## config.mk

```make
export PLATFORM = sky130hd
export DESIGN_NAME = keyed_record_quicksort
export DESIGN_NICKNAME = d
export VERILOG_FILES = /design/src/rtl/kqs_pkg.sv /design/src/rtl/kqs_ram.sv /design/src/rtl/keyed_record_quicksort.sv
export SDC_FILE = /design/constraint.sdc
export NUM_CORES = 2
export LEC_CHECK = 0
export BUFFER_PORTS_ARGS = -buffer_cell sky130_fd_sc_hd__buf_4
export CAP_MARGIN = 20
export CORE_ASPECT_RATIO = 1.1
export CORE_MARGIN = 4
export CORE_UTILIZATION = 40
export CTS_BUF_LIST = sky130_fd_sc_hd__clkbuf_8
export DETAILED_ROUTE_END_ITERATION = 10
export PLACE_DENSITY = 0.65
export SLEW_MARGIN = 10
export SYNTH_ARGS = -nofsm -noshare
export SYNTH_HDL_FRONTEND = slang
export SYNTH_SLANG_ARGS = --single-unit
```

## constraint.sdc

```tcl
create_clock -name clk -period 6.4 [get_ports clk]
set_input_delay 0 -clock clk [delete_from_list [all_inputs] [get_ports clk]]
set_output_delay 0 -clock clk [all_outputs]
set_load 0.05 [all_outputs]
```

## src/rtl/kqs_pkg.sv

```systemverilog
package kqs_pkg;

  localparam int MAX_RECORDS_DEF = 64;
  localparam int REC_W           = 48;

  // One stored record, last field in the lowest bits (same layout as tdata)
  typedef struct packed {
    logic [31:0] score;
    logic [7:0]  y;
    logic [7:0]  x;
  } rec_t;

  typedef enum logic [4:0] {
    S_LOAD, S_POP, S_POPW,
    S_MA, S_MB, S_MC, S_M1, S_M2, S_M3,
    S_MW1, S_MW2, S_MW3,
    S_CHI, S_CHJ, S_SW1, S_SW2,
    S_PU1, S_PU2,
    S_ERD, S_ELD, S_EWT
  } state_t;

  // Signed score comparison: a greater than b
  function automatic logic score_gt(input logic [31:0] a, input logic [31:0] b);
    return $signed(a) > $signed(b);
  endfunction

endpackage

```

## src/rtl/kqs_ram.sv

```systemverilog
module kqs_ram #(
  parameter int W = 48,
  parameter int D = 64
) (
  input  logic                 clk,
  input  logic                 we,
  input  logic [$clog2(D)-1:0] waddr,
  input  logic [W-1:0]         wdata,
  input  logic [$clog2(D)-1:0] raddr,
  output logic [W-1:0]         rdata
);

  logic [W-1:0] mem [D];

  always_ff @(posedge clk) begin
    if (we) begin
      mem[waddr] <= wdata;
    end
    // forward a same-cycle write to the same entry
    if (we && waddr == raddr) begin
      rdata <= wdata;
    end else begin
      rdata <= mem[raddr];
    end
  end

endmodule

```

## src/rtl/keyed_record_quicksort.sv

```systemverilog
// keyed_record_quicksort
// Input channel (in_*): one record per transaction, x, y and signed score in
// in_tdata; in_tlast marks the final record of a set and starts the sort.
// Records beyond MAX_RECORDS are dropped and the set is flagged.
// While loading, one transaction is taken per cycle. After the last one,
// in_tready stays low through the sort and the whole emit burst.
// Sort: quicksort with Hoare partition and median-of-three pivot, pending
// ranges held on a stack memory. Records live in a one-read one-write
// synchronous RAM, so a partition step runs as a sequence of states: read
// low, mid and high, order the three, write them back (low and high only for
// a two-record range), scan from both ends with a swap (two writes) per
// out-of-place pair, and finally push the non-trivial halves on the stack.
// Output channel (out_*): records in ascending score order, out_tlast on the
// final one, out_tuser carries the dropped flag. Each record is read from the
// RAM, registered and then offered until out_tready; a stalled record holds.
// Reset (rst_n low, synchronous) empties the loader and drops any burst.
module keyed_record_quicksort
  import kqs_pkg::*;
#(
  parameter int MAX_RECORDS = MAX_RECORDS_DEF
) (
  input  logic        clk,
  input  logic        rst_n,
  input  logic        in_tvalid,
  output logic        in_tready,
  input  logic [47:0] in_tdata,   // coord_x[7:0], coord_y[15:8], score[47:16]
  input  logic        in_tlast,   // is_last
  output logic        out_tvalid,
  input  logic        out_tready,
  output logic [47:0] out_tdata,  // out_x[7:0], out_y[15:8], out_score[47:16]
  output logic        out_tlast,  // out_last
  output logic        out_tuser   // dropped
);

  localparam int IW = $clog2(MAX_RECORDS);
  localparam int CW = $clog2(MAX_RECORDS + 1);
  localparam int SW = 2 * IW;

  state_t state_r, state_nxt;

  logic [CW-1:0] cnt_r, cnt_nxt;
  logic          ovf_r, ovf_nxt;
  logic [CW-1:0] sp_r, sp_nxt;
  logic [IW-1:0] lo_r, lo_nxt, hi_r, hi_nxt, mid_r, mid_nxt;
  logic [IW-1:0] i_r, i_nxt, j_r, j_nxt, k_r, k_nxt;
  rec_t          a_r, a_nxt, b_r, b_nxt, c_r, c_nxt;
  logic [31:0]   pivot_r, pivot_nxt;
  logic          alias_r, alias_nxt;
  rec_t          out_rec_r, out_rec_nxt;
  logic          out_valid_r, out_valid_nxt;
  logic          out_last_r, out_last_nxt;

  // record RAM port
  logic          rw_we;
  logic [IW-1:0] rw_waddr, rd_addr;
  rec_t          rw_wdata, rq;
  // range stack port
  logic          sw_we;
  logic [IW-1:0] sw_addr, st_raddr;
  logic [SW-1:0] sw_data, sq;

  logic [CW-1:0] n_new;
  logic [IW-1:0] pop_lo, pop_hi;

  kqs_ram #(.W(REC_W), .D(MAX_RECORDS)) u_rec_ram (
    .clk(clk), .we(rw_we), .waddr(rw_waddr), .wdata(rw_wdata),
    .raddr(rd_addr), .rdata(rq)
  );

  kqs_ram #(.W(SW), .D(MAX_RECORDS)) u_stack_ram (
    .clk(clk), .we(sw_we), .waddr(sw_addr), .wdata(sw_data),
    .raddr(st_raddr), .rdata(sq)
  );

  assign in_tready  = (state_r == S_LOAD);
  assign out_tvalid = out_valid_r;
  assign out_tdata  = out_rec_r;
  assign out_tlast  = out_last_r;
  assign out_tuser  = ovf_r;

  assign pop_lo = sq[SW-1:IW];
  assign pop_hi = sq[IW-1:0];

  always_ff @(posedge clk) begin
    if (!rst_n) begin
      state_r     <= S_LOAD;
      cnt_r       <= '0;
      ovf_r       <= 1'b0;
      sp_r        <= '0;
      out_valid_r <= 1'b0;
    end else begin
      state_r     <= state_nxt;
      cnt_r       <= cnt_nxt;
      ovf_r       <= ovf_nxt;
      sp_r        <= sp_nxt;
      out_valid_r <= out_valid_nxt;
    end
  end

  // datapath registers, no reset needed
  always_ff @(posedge clk) begin
    lo_r      <= lo_nxt;
    hi_r      <= hi_nxt;
    mid_r     <= mid_nxt;
    i_r       <= i_nxt;
    j_r       <= j_nxt;
    k_r       <= k_nxt;
    a_r       <= a_nxt;
    b_r       <= b_nxt;
    c_r       <= c_nxt;
    pivot_r   <= pivot_nxt;
    alias_r   <= alias_nxt;
    out_rec_r <= out_rec_nxt;
    out_last_r <= out_last_nxt;
  end

  always_comb begin
    state_nxt     = state_r;
    cnt_nxt       = cnt_r;
    ovf_nxt       = ovf_r;
    sp_nxt        = sp_r;
    lo_nxt        = lo_r;
    hi_nxt        = hi_r;
    mid_nxt       = mid_r;
    i_nxt         = i_r;
    j_nxt         = j_r;
    k_nxt         = k_r;
    a_nxt         = a_r;
    b_nxt         = b_r;
    c_nxt         = c_r;
    pivot_nxt     = pivot_r;
    alias_nxt     = alias_r;
    out_rec_nxt   = out_rec_r;
    out_valid_nxt = out_valid_r;
    out_last_nxt  = out_last_r;
    rw_we         = 1'b0;
    rw_waddr      = i_r;
    rw_wdata      = a_r;
    rd_addr       = i_r;
    sw_we         = 1'b0;
    sw_addr       = sp_r[IW-1:0];
    sw_data       = {lo_r, j_r};
    st_raddr      = sp_r[IW-1:0];
    n_new         = cnt_r;

    case (state_r)
      S_LOAD: begin
        if (in_tvalid) begin
          if (cnt_r < CW'(MAX_RECORDS)) begin
            rw_we    = 1'b1;
            rw_waddr = cnt_r[IW-1:0];
            rw_wdata = in_tdata;
            n_new    = cnt_r + CW'(1);
          end else begin
            ovf_nxt = 1'b1;
          end
          cnt_nxt = n_new;
          if (in_tlast) begin
            k_nxt = '0;
            if (n_new >= CW'(2)) begin
              // seed the stack with the whole set
              sw_we     = 1'b1;
              sw_addr   = '0;
              sw_data   = {{IW{1'b0}}, IW'(n_new - CW'(1))};
              sp_nxt    = CW'(1);
              state_nxt = S_POP;
            end else begin
              state_nxt = S_ERD;
            end
          end
        end
      end
      S_POP: begin
        if (sp_r == '0) begin
          k_nxt     = '0;
          state_nxt = S_ERD;
        end else begin
          st_raddr  = IW'(sp_r - CW'(1));
          sp_nxt    = sp_r - CW'(1);
          state_nxt = S_POPW;
        end
      end
      S_POPW: begin
        if (pop_lo >= pop_hi) begin
          state_nxt = S_POP;
        end else begin
          lo_nxt    = pop_lo;
          hi_nxt    = pop_hi;
          mid_nxt   = pop_lo + ((pop_hi - pop_lo) >> 1);
          rd_addr   = pop_lo;
          state_nxt = S_MA;
        end
      end
      S_MA: begin
        a_nxt     = rq;
        rd_addr   = mid_r;
        state_nxt = S_MB;
      end
      S_MB: begin
        b_nxt     = rq;
        rd_addr   = hi_r;
        state_nxt = S_MC;
      end
      S_MC: begin
        c_nxt     = rq;
        alias_nxt = (lo_r == mid_r);
        state_nxt = S_M1;
      end
      S_M1: begin
        if (score_gt(a_r.score, b_r.score)) begin
          a_nxt = b_r;
          b_nxt = a_r;
        end
        state_nxt = S_M2;
      end
      S_M2: begin
        if (score_gt(a_r.score, c_r.score)) begin
          a_nxt = c_r;
          c_nxt = a_r;
        end
        state_nxt = S_M3;
      end
      S_M3: begin
        // with low and mid the same entry, the mid/high step is void
        if (!alias_r && score_gt(b_r.score, c_r.score)) begin
          b_nxt = c_r;
          c_nxt = b_r;
        end
        state_nxt = S_MW1;
      end
      S_MW1: begin
        rw_we     = 1'b1;
        rw_waddr  = lo_r;
        rw_wdata  = alias_r ? a_r : b_r;
        pivot_nxt = alias_r ? a_r.score : b_r.score;
        state_nxt = S_MW2;
      end
      S_MW2: begin
        rw_we = 1'b1;
        if (alias_r) begin
          rw_waddr  = hi_r;
          rw_wdata  = c_r;
          i_nxt     = lo_r;
          j_nxt     = hi_r;
          rd_addr   = lo_r;
          state_nxt = S_CHI;
        end else begin
          rw_waddr  = mid_r;
          rw_wdata  = a_r;
          state_nxt = S_MW3;
        end
      end
      S_MW3: begin
        rw_we     = 1'b1;
        rw_waddr  = hi_r;
        rw_wdata  = c_r;
        i_nxt     = lo_r;
        j_nxt     = hi_r;
        rd_addr   = lo_r;
        state_nxt = S_CHI;
      end
      S_CHI: begin
        if (i_r < hi_r && score_gt(pivot_r, rq.score)) begin
          i_nxt   = i_r + IW'(1);
          rd_addr = i_r + IW'(1);
        end else begin
          a_nxt     = rq;
          rd_addr   = j_r;
          state_nxt = S_CHJ;
        end
      end
      S_CHJ: begin
        if (j_r > lo_r && score_gt(rq.score, pivot_r)) begin
          j_nxt   = j_r - IW'(1);
          rd_addr = j_r - IW'(1);
        end else begin
          b_nxt     = rq;
          state_nxt = (i_r >= j_r) ? S_PU1 : S_SW1;
        end
      end
      S_SW1: begin
        rw_we     = 1'b1;
        rw_waddr  = i_r;
        rw_wdata  = b_r;
        state_nxt = S_SW2;
      end
      S_SW2: begin
        rw_we     = 1'b1;
        rw_waddr  = j_r;
        rw_wdata  = a_r;
        i_nxt     = i_r + IW'(1);
        j_nxt     = j_r - IW'(1);
        rd_addr   = i_r + IW'(1);
        state_nxt = S_CHI;
      end
      S_PU1: begin
        if (j_r > lo_r) begin
          sw_we   = 1'b1;
          sw_data = {lo_r, j_r};
          sp_nxt  = sp_r + CW'(1);
        end
        state_nxt = S_PU2;
      end
      S_PU2: begin
        if ((IW+1)'(hi_r) > (IW+1)'(j_r) + (IW+1)'(1)) begin
          sw_we   = 1'b1;
          sw_data = {j_r + IW'(1), hi_r};
          sp_nxt  = sp_r + CW'(1);
        end
        state_nxt = S_POP;
      end
      S_ERD: begin
        rd_addr   = k_r;
        state_nxt = S_ELD;
      end
      S_ELD: begin
        out_rec_nxt   = rq;
        out_valid_nxt = 1'b1;
        out_last_nxt  = (CW'(k_r) + CW'(1) == cnt_r);
        state_nxt     = S_EWT;
      end
      S_EWT: begin
        if (out_tready) begin
          out_valid_nxt = 1'b0;
          if (out_last_r) begin
            cnt_nxt   = '0;
            ovf_nxt   = 1'b0;
            state_nxt = S_LOAD;
          end else begin
            k_nxt     = k_r + IW'(1);
            state_nxt = S_ERD;
          end
        end
      end
      default: begin
        state_nxt = S_LOAD;
      end
    endcase
  end

endmodule

```

# Word-level counts from Yosys, hierarchy flattened
# Memories as Yosys holds them, arrays and structs flattened. A register that Yosys moved wholly into a read port is not among the register bits.
# Cells that the tools add are included.
[totals]
n_memories = 2
out_inout_bits = 52
wordCells = 217
ff_bits = 283
mem_bits_rw = 3840
[mem_list]
columns = ["memory", "depth", "word_bits", "rd", "rd_ports_with_merged_regs", "wr", "line_no", "source"]
rows = [
  ["u_rec_ram.mem", 64, 48, 1, 1, 1, "kqs_ram.sv:13", "logic [W-1:0] mem [D];"],
  ["u_stack_ram.mem", 64, 12, 1, 1, 1, "kqs_ram.sv:13", ""],
]
[classes]
n_lt_le_gt_ge = 12
bitwise_logic = 1
n_addsub = 12
n_mux = 94
reduce_logical = 29
n_eq_ne = 41
[op_table]
columns = ["cell", "n"]
rows = [
  ["$mux 48", 12],
  ["$pmux 48 s4", 2],
  ["$pmux 48 s5", 1],
  ["$gt 32x32->1", 5],
  ["$pmux 48 s3", 1],
  ["$mux 6", 21],
  ["$pmux 5 s20", 1],
  ["$mux 7", 12],
  ["$pmux 6 s9", 1],
  ["$mux 12", 4],
  ["$pmux 6 s4", 2],
  ["$mux 5", 9],
  ["$eq 5x4->1 const B", 8],
  ["$ne 2x2->1 const B", 17],
  ["$mux 32", 1],
  ["$pmux 6 s5", 1],
  ["$pmux 7 s4", 1],
  ["$eq 5x5->1 const B", 5],
  ["$pmux 12 s2", 1],
  ["$eq 5x3->1 const B", 4],
  ["$reduce_bool 4->1", 5],
  ["$add 6x1->6 const B", 3],
  ["$pmux 6 s3", 1],
  ["$mux 1", 16],
  ["other kinds (37)", 55],
]

# Logic depth before layout (Yosys ltp)
[depth]
ltp_word = 11
ltp_mapped = 22
ltp_nobuf = 16

# By module
# Synthesis repeated with hierarchy kept, for this count alone.
[hier_totals]
cells_unflattened = 8581
area_unflattened_um2 = 166531.0
[modules_own_cells]
columns = ["module", "area_each_um2", "cells_each", "instances"]
rows = [
  ["kqs_ram (u_rec_ram)", 117350.0, 5205, 1],
  ["kqs_ram (u_stack_ram)", 29731.0, 1333, 1],
  ["keyed_record_quicksort", 19449.9, 2043, 1],
]

# Worst setup path before layout
# Ideal clock, no wire load.
[synth_path]
kind = "register to register"
start = "register with a tool-made name"
end = "register b_r[0] in the netlist's numbering, enable pin"
t_arrival_ns = 5.688
setup_time_ns = 0.409
slack_ns = 0.303
period_less_slack_ns = 6.097
path_stages_with_launch = 18
cell_sequence = "dfxtp_1 clkbuf_1 clkbuf_1 buf_1 clkbuf_1 mux4_2 mux4_2 mux2_2 a21oi_1 inv_1 ha_1 a41o_1 a21oi_1 nor3_1 o41ai_1 nand3_1 nand4_1 o2111a_1"
[synth_rtl]
columns = ["element", "line_no", "source"]
rows = [
  ["to (signal assigned)", "keyed_record_quicksort.sv:109", "b_r <= b_nxt;"],
  ["to (decl)", "keyed_record_quicksort.sv:46", "rec_t a_r, a_nxt, b_r, b_nxt, c_r, c_nxt;"],
]

==> results list <==
- Result of the run: finished, final reports clean
- After clock tree synthesis, the clock-pin slew on the worst setup and hold paths is 0.07 ns.
- Sort of element at the start of the critical path: flop
- Placed Cells incl. Taps: 13310
- I/O Pins: 105
- Detailed router's first-iteration violation count: 13830
- Largest net degree at the start of global routing: 100
- Class of the worst hold path: in2reg
- For the worst setup path, the data required time is 7.21 ns.
- By area, the combinational part of the netlist is dominated by multiplexers.
- Nets: 8812
- Number of rows created at floorplan: 247
- The largest single stage delay on the critical path is 0.68 ns.
- TritonCTS built the clock tree.
- Number of warnings reported in the yosys synthesis log: 0
- Leaving out fill and tap cells, the most frequent cell in the layout is sky130_fd_sc_hd__edfxtp_1.
* Number of global-route vias before repair: 88300
* Synth Area in Compound Gates: 0.02871
* Cells along the critical path: buf_12 -> buf_12 -> mux4_2 -> mux4_2 -> mux4_2 -> ha_1 -> nand4_1 -> nor4_2 -> o41ai_2 -> and4b_1 -> a21oi_1 -> and3_4 -> buf_4
- Place WS: -0.09377 ns
* CP Class: reg2reg
- The largest individual stage delay along the critical path comes from the cell sky130_fd_sc_hd__nor4_2.
- Of the post-synthesis cell area, the dominant cell type holds 0.7443.
* Number of max-cap violations: 0
* Share of synthesized registers carrying an async set or reset: 0
- Dividing the detail-routed via count by the number of cells gives 6.059.
* Worst max-slew margin expressed relative to the limit: 0.1828
* Cell count after synthesis: 7735
- Of the post-synthesis cell area, the part taken by muxes is 0.1703.
* Half-perimeter wire length after placement: 267.7 mm
* Die outline area: 0.4241 mm^2
- Routability-driven placement finished with a final weighted congestion of 0.9201.
- Transition time of the tightest slew-check pin: 1.223 ns
- The design draws 89.88 mW.
* Worst endpoint data arrival time: 7.21 ns
- The synthesized design contains 4102 enable-type register cells.
- Starting density of the core: 0.4020
- Maximum number of buffers from clock root to sink: 4
* Sum of overflow across all layers after global routing: 0
* Final setup violation count: 0
- Count of input and output buffers: 104
- Of the total synthesized cell area, the portion taken by XOR and XNOR cells is 0.002487.
* Fin crit period: 6.399 ns
- Clock network latency to the later pin of the worst-skew pair: 1.27 ns
- Maximum resistive drop on vdd: 0.5258 mV
- Slack of the critical path: 0.0007025 ns
* Number of non-filler instances in the completed layout: 14580
* Switch share: 0.3332
* Final period utilization: 0.9999
* Worst-case hold slack: 0.06010 ns
* Vertical extent of the die: 682.6 um
* Simple-gate area share of the yosys netlist: 0.02224
- The layout has 33910 filler cells.
- The synthesized design contains 4135 register bits.
- Power per cell area: 472.8 mW/mm^2
* Sum of negative setup slack: 0 ns
- Pins over their slew limit: 0
- The number of antenna violations at the first check in global routing came to 13.
* Post-placement cell area: 0.1766 mm^2
- Global-route wire length before repair: 678.2 mm
* Avg Synthesized Cell Area: 21.40 um^2
* Net Count, Synth: 7961
- STA classifies the critical path endpoint as a flop.
- Relative contribution of the clock network to total power: 0.237
- Floorplan Core Area: 0.4117 mm^2
- Seq/Total Area, Yosys: 0.7483
* Leakage power of the design: 60.97 nW
* Non-Filler Cell Area, Final: 0.1901 mm^2
* Most frequently used flop master after synthesis: sky130_fd_sc_hd__edfxtp_1
* Total number of H-tree levels: 6
* Sequential group share of total power: 0.421
- Number of optimization iterations in the first detailed-route pass: 9
- The internal power of the cells totals 59.94 mW.
* Share of post-route cells with drive strength above 1: 0.3034
- The share of total power dissipated in combinational logic is 0.342.
- DRC errors left: 0
- Die width: 621.3 um
* Largest area contributor in the synthesized netlist: sky130_fd_sc_hd__edfxtp_1
- Routed wirelength normalized by instance count: 33.46 um
- Number of antenna-violating nets in the routed design: 0
* Leading cell types in the layout, fill and taps excluded: sky130_fd_sc_hd__edfxtp_1, sky130_fd_sc_hd__mux4_2, sky130_fd_sc_hd__clkbuf_8
- Vias after detailed routing: 88350
* Most Frequent Cell on Critical Path: sky130_fd_sc_hd__mux4_2
- Wire length after detailed routing: 487.9 mm
* Clock tree sinks: 4135
* Count of endpoints failing hold in the final timing report: 0
- Post-layout util: 0.4618
* Highest achievable clock rate: 156.3 MHz
* Unrepaired setup endpoints after global routing: no
- Sw power: 29.95 mW
- Area overhead of the layout relative to synthesis: 14.87%
- In this run, distinct cell masters in the synthesized netlist total 75.
- Along the worst path, the maximum fanout reaches 52.
* Clock skew: 0.1118 ns
- The root buffer cell chosen for the clock tree is sky130_fd_sc_hd__clkbuf_8.
* CTS Buf Count: 651
* Adder and majority cell fraction of the synthesized area: 0.01317
* Largest cells by area after synthesis: sky130_fd_sc_hd__edfxtp_1, sky130_fd_sc_hd__mux4_2, sky130_fd_sc_hd__ha_1
- Syn Std Cell Area: 0.1655 mm^2
- In the global route stage, overall resource usage came out at 0.2250.
cells by family (layout without fill, tap and decap cells):
kind of cell               Yosys count  count (layout)
DFF                               4135            4135
muxes                             1289            1289
and+or+nand+nor                    831             831
AOI/OAI and AO/OA                  656             656
buffers and inverters              604            1965
adders and majority gates          173             173
xor gates and xnor gates            47              47
other                                0               8
flip-flops by register name, indices dropped and copies added, names as in the netlist, 5 cells and up, named ones only:
register / cells
u_rec_ram.mem: 3072
pivot_r: 32
j_r: 6
i_r: 6
k_r: 6
b_r: 48
hi_r: 6
c_r: 48
u_stack_ram.mem: 768
out_tdata: 48
sp_r: 7
lo_r: 6
cnt_r: 7
mid_r: 6
a_r: 48
state_r: 5
repair_timing:
item	in CTS	in global routing
hold buffers	51	17
buffers inserted	0	0
hold endpoints to repair	2471	548
endpoints found under the setup margin	25	60
resized for setup	1	2
routing by layer:
metal  up-vias  track usage  routed length [um]
met4         4       0.1060               26090
met5         -     0.001236                  89
li1      34570            -                   -
met3      1095      0.05209               52970
met1     46780       0.2924              176600
met2      5904       0.3608              232100
cell usage after synthesis (all sizes together) (42+ instances only):
library cell and count:
edfxtp 4102, a221o 54, a21o 44, a21oi 106, clkbuf 248, nor2 282
o21ai 135, mux4 1219, buf 159, nand2 284, a22oi 89, ha 171
mux2i 45, inv 193, nor3 42, nand3 77, a222oi 84
critical path, delay by kind of cell, from the launching register on:
kind / cells / cell delay [ns]
mux: 3 / 1.63
simple gates: 4 / 1.61
buf+inv: 3 / 1.04
flops: 1 / 0.56
fa+ha+maj: 1 / 0.50
compound gates: 2 / 0.50
power by group through the flow:
stage	clock network (mW)	registers, mW	logic [mW]
6_report	21.3	37.9	30.7
5_1_grt	23.0	37.9	32.5
4_1_cts	21.7	38.0	30.0
3_3_place_gp	0	38.5	29.0
2_1_floorplan	0	38.2	19.7
3_5_place_dp	0	38.6	29.9
path summary, 6_finish.rpt:
kind	from	slack, ns	end	cells after the start
hold / removal	in_tdata[30]	0.06	u_rec_ram.mem[7][30]	4
hold reg to reg	sp_r[6]	0.53	sp_r[6]	2
setup reg to reg	flop	0.0007	a_r[32]	13
setup / recovery	flop	0.0007	a_r[32]	13
area by class of cell:
| class | instances | area (um^2) | share of cell area |
|---|---|---|---|
| timing repair buffer | 605 | 6300 | 0.03314 |
| clock inverter | 506 | 3169 | 0.01667 |
| inverter | 197 | 740.7 | 0.003896 |
| clock buffer | 657 | 9042 | 0.04756 |
| tap | 5478 | 6854 | 0.03605 |
| sequential | 4135 | 123900 | 0.6516 |
| antenna | 8 | 20.02 | 0.0001053 |
| multi-input combinational | 2996 | 40110 | 0.2110 |
Power figures use the tool's default switching activity.
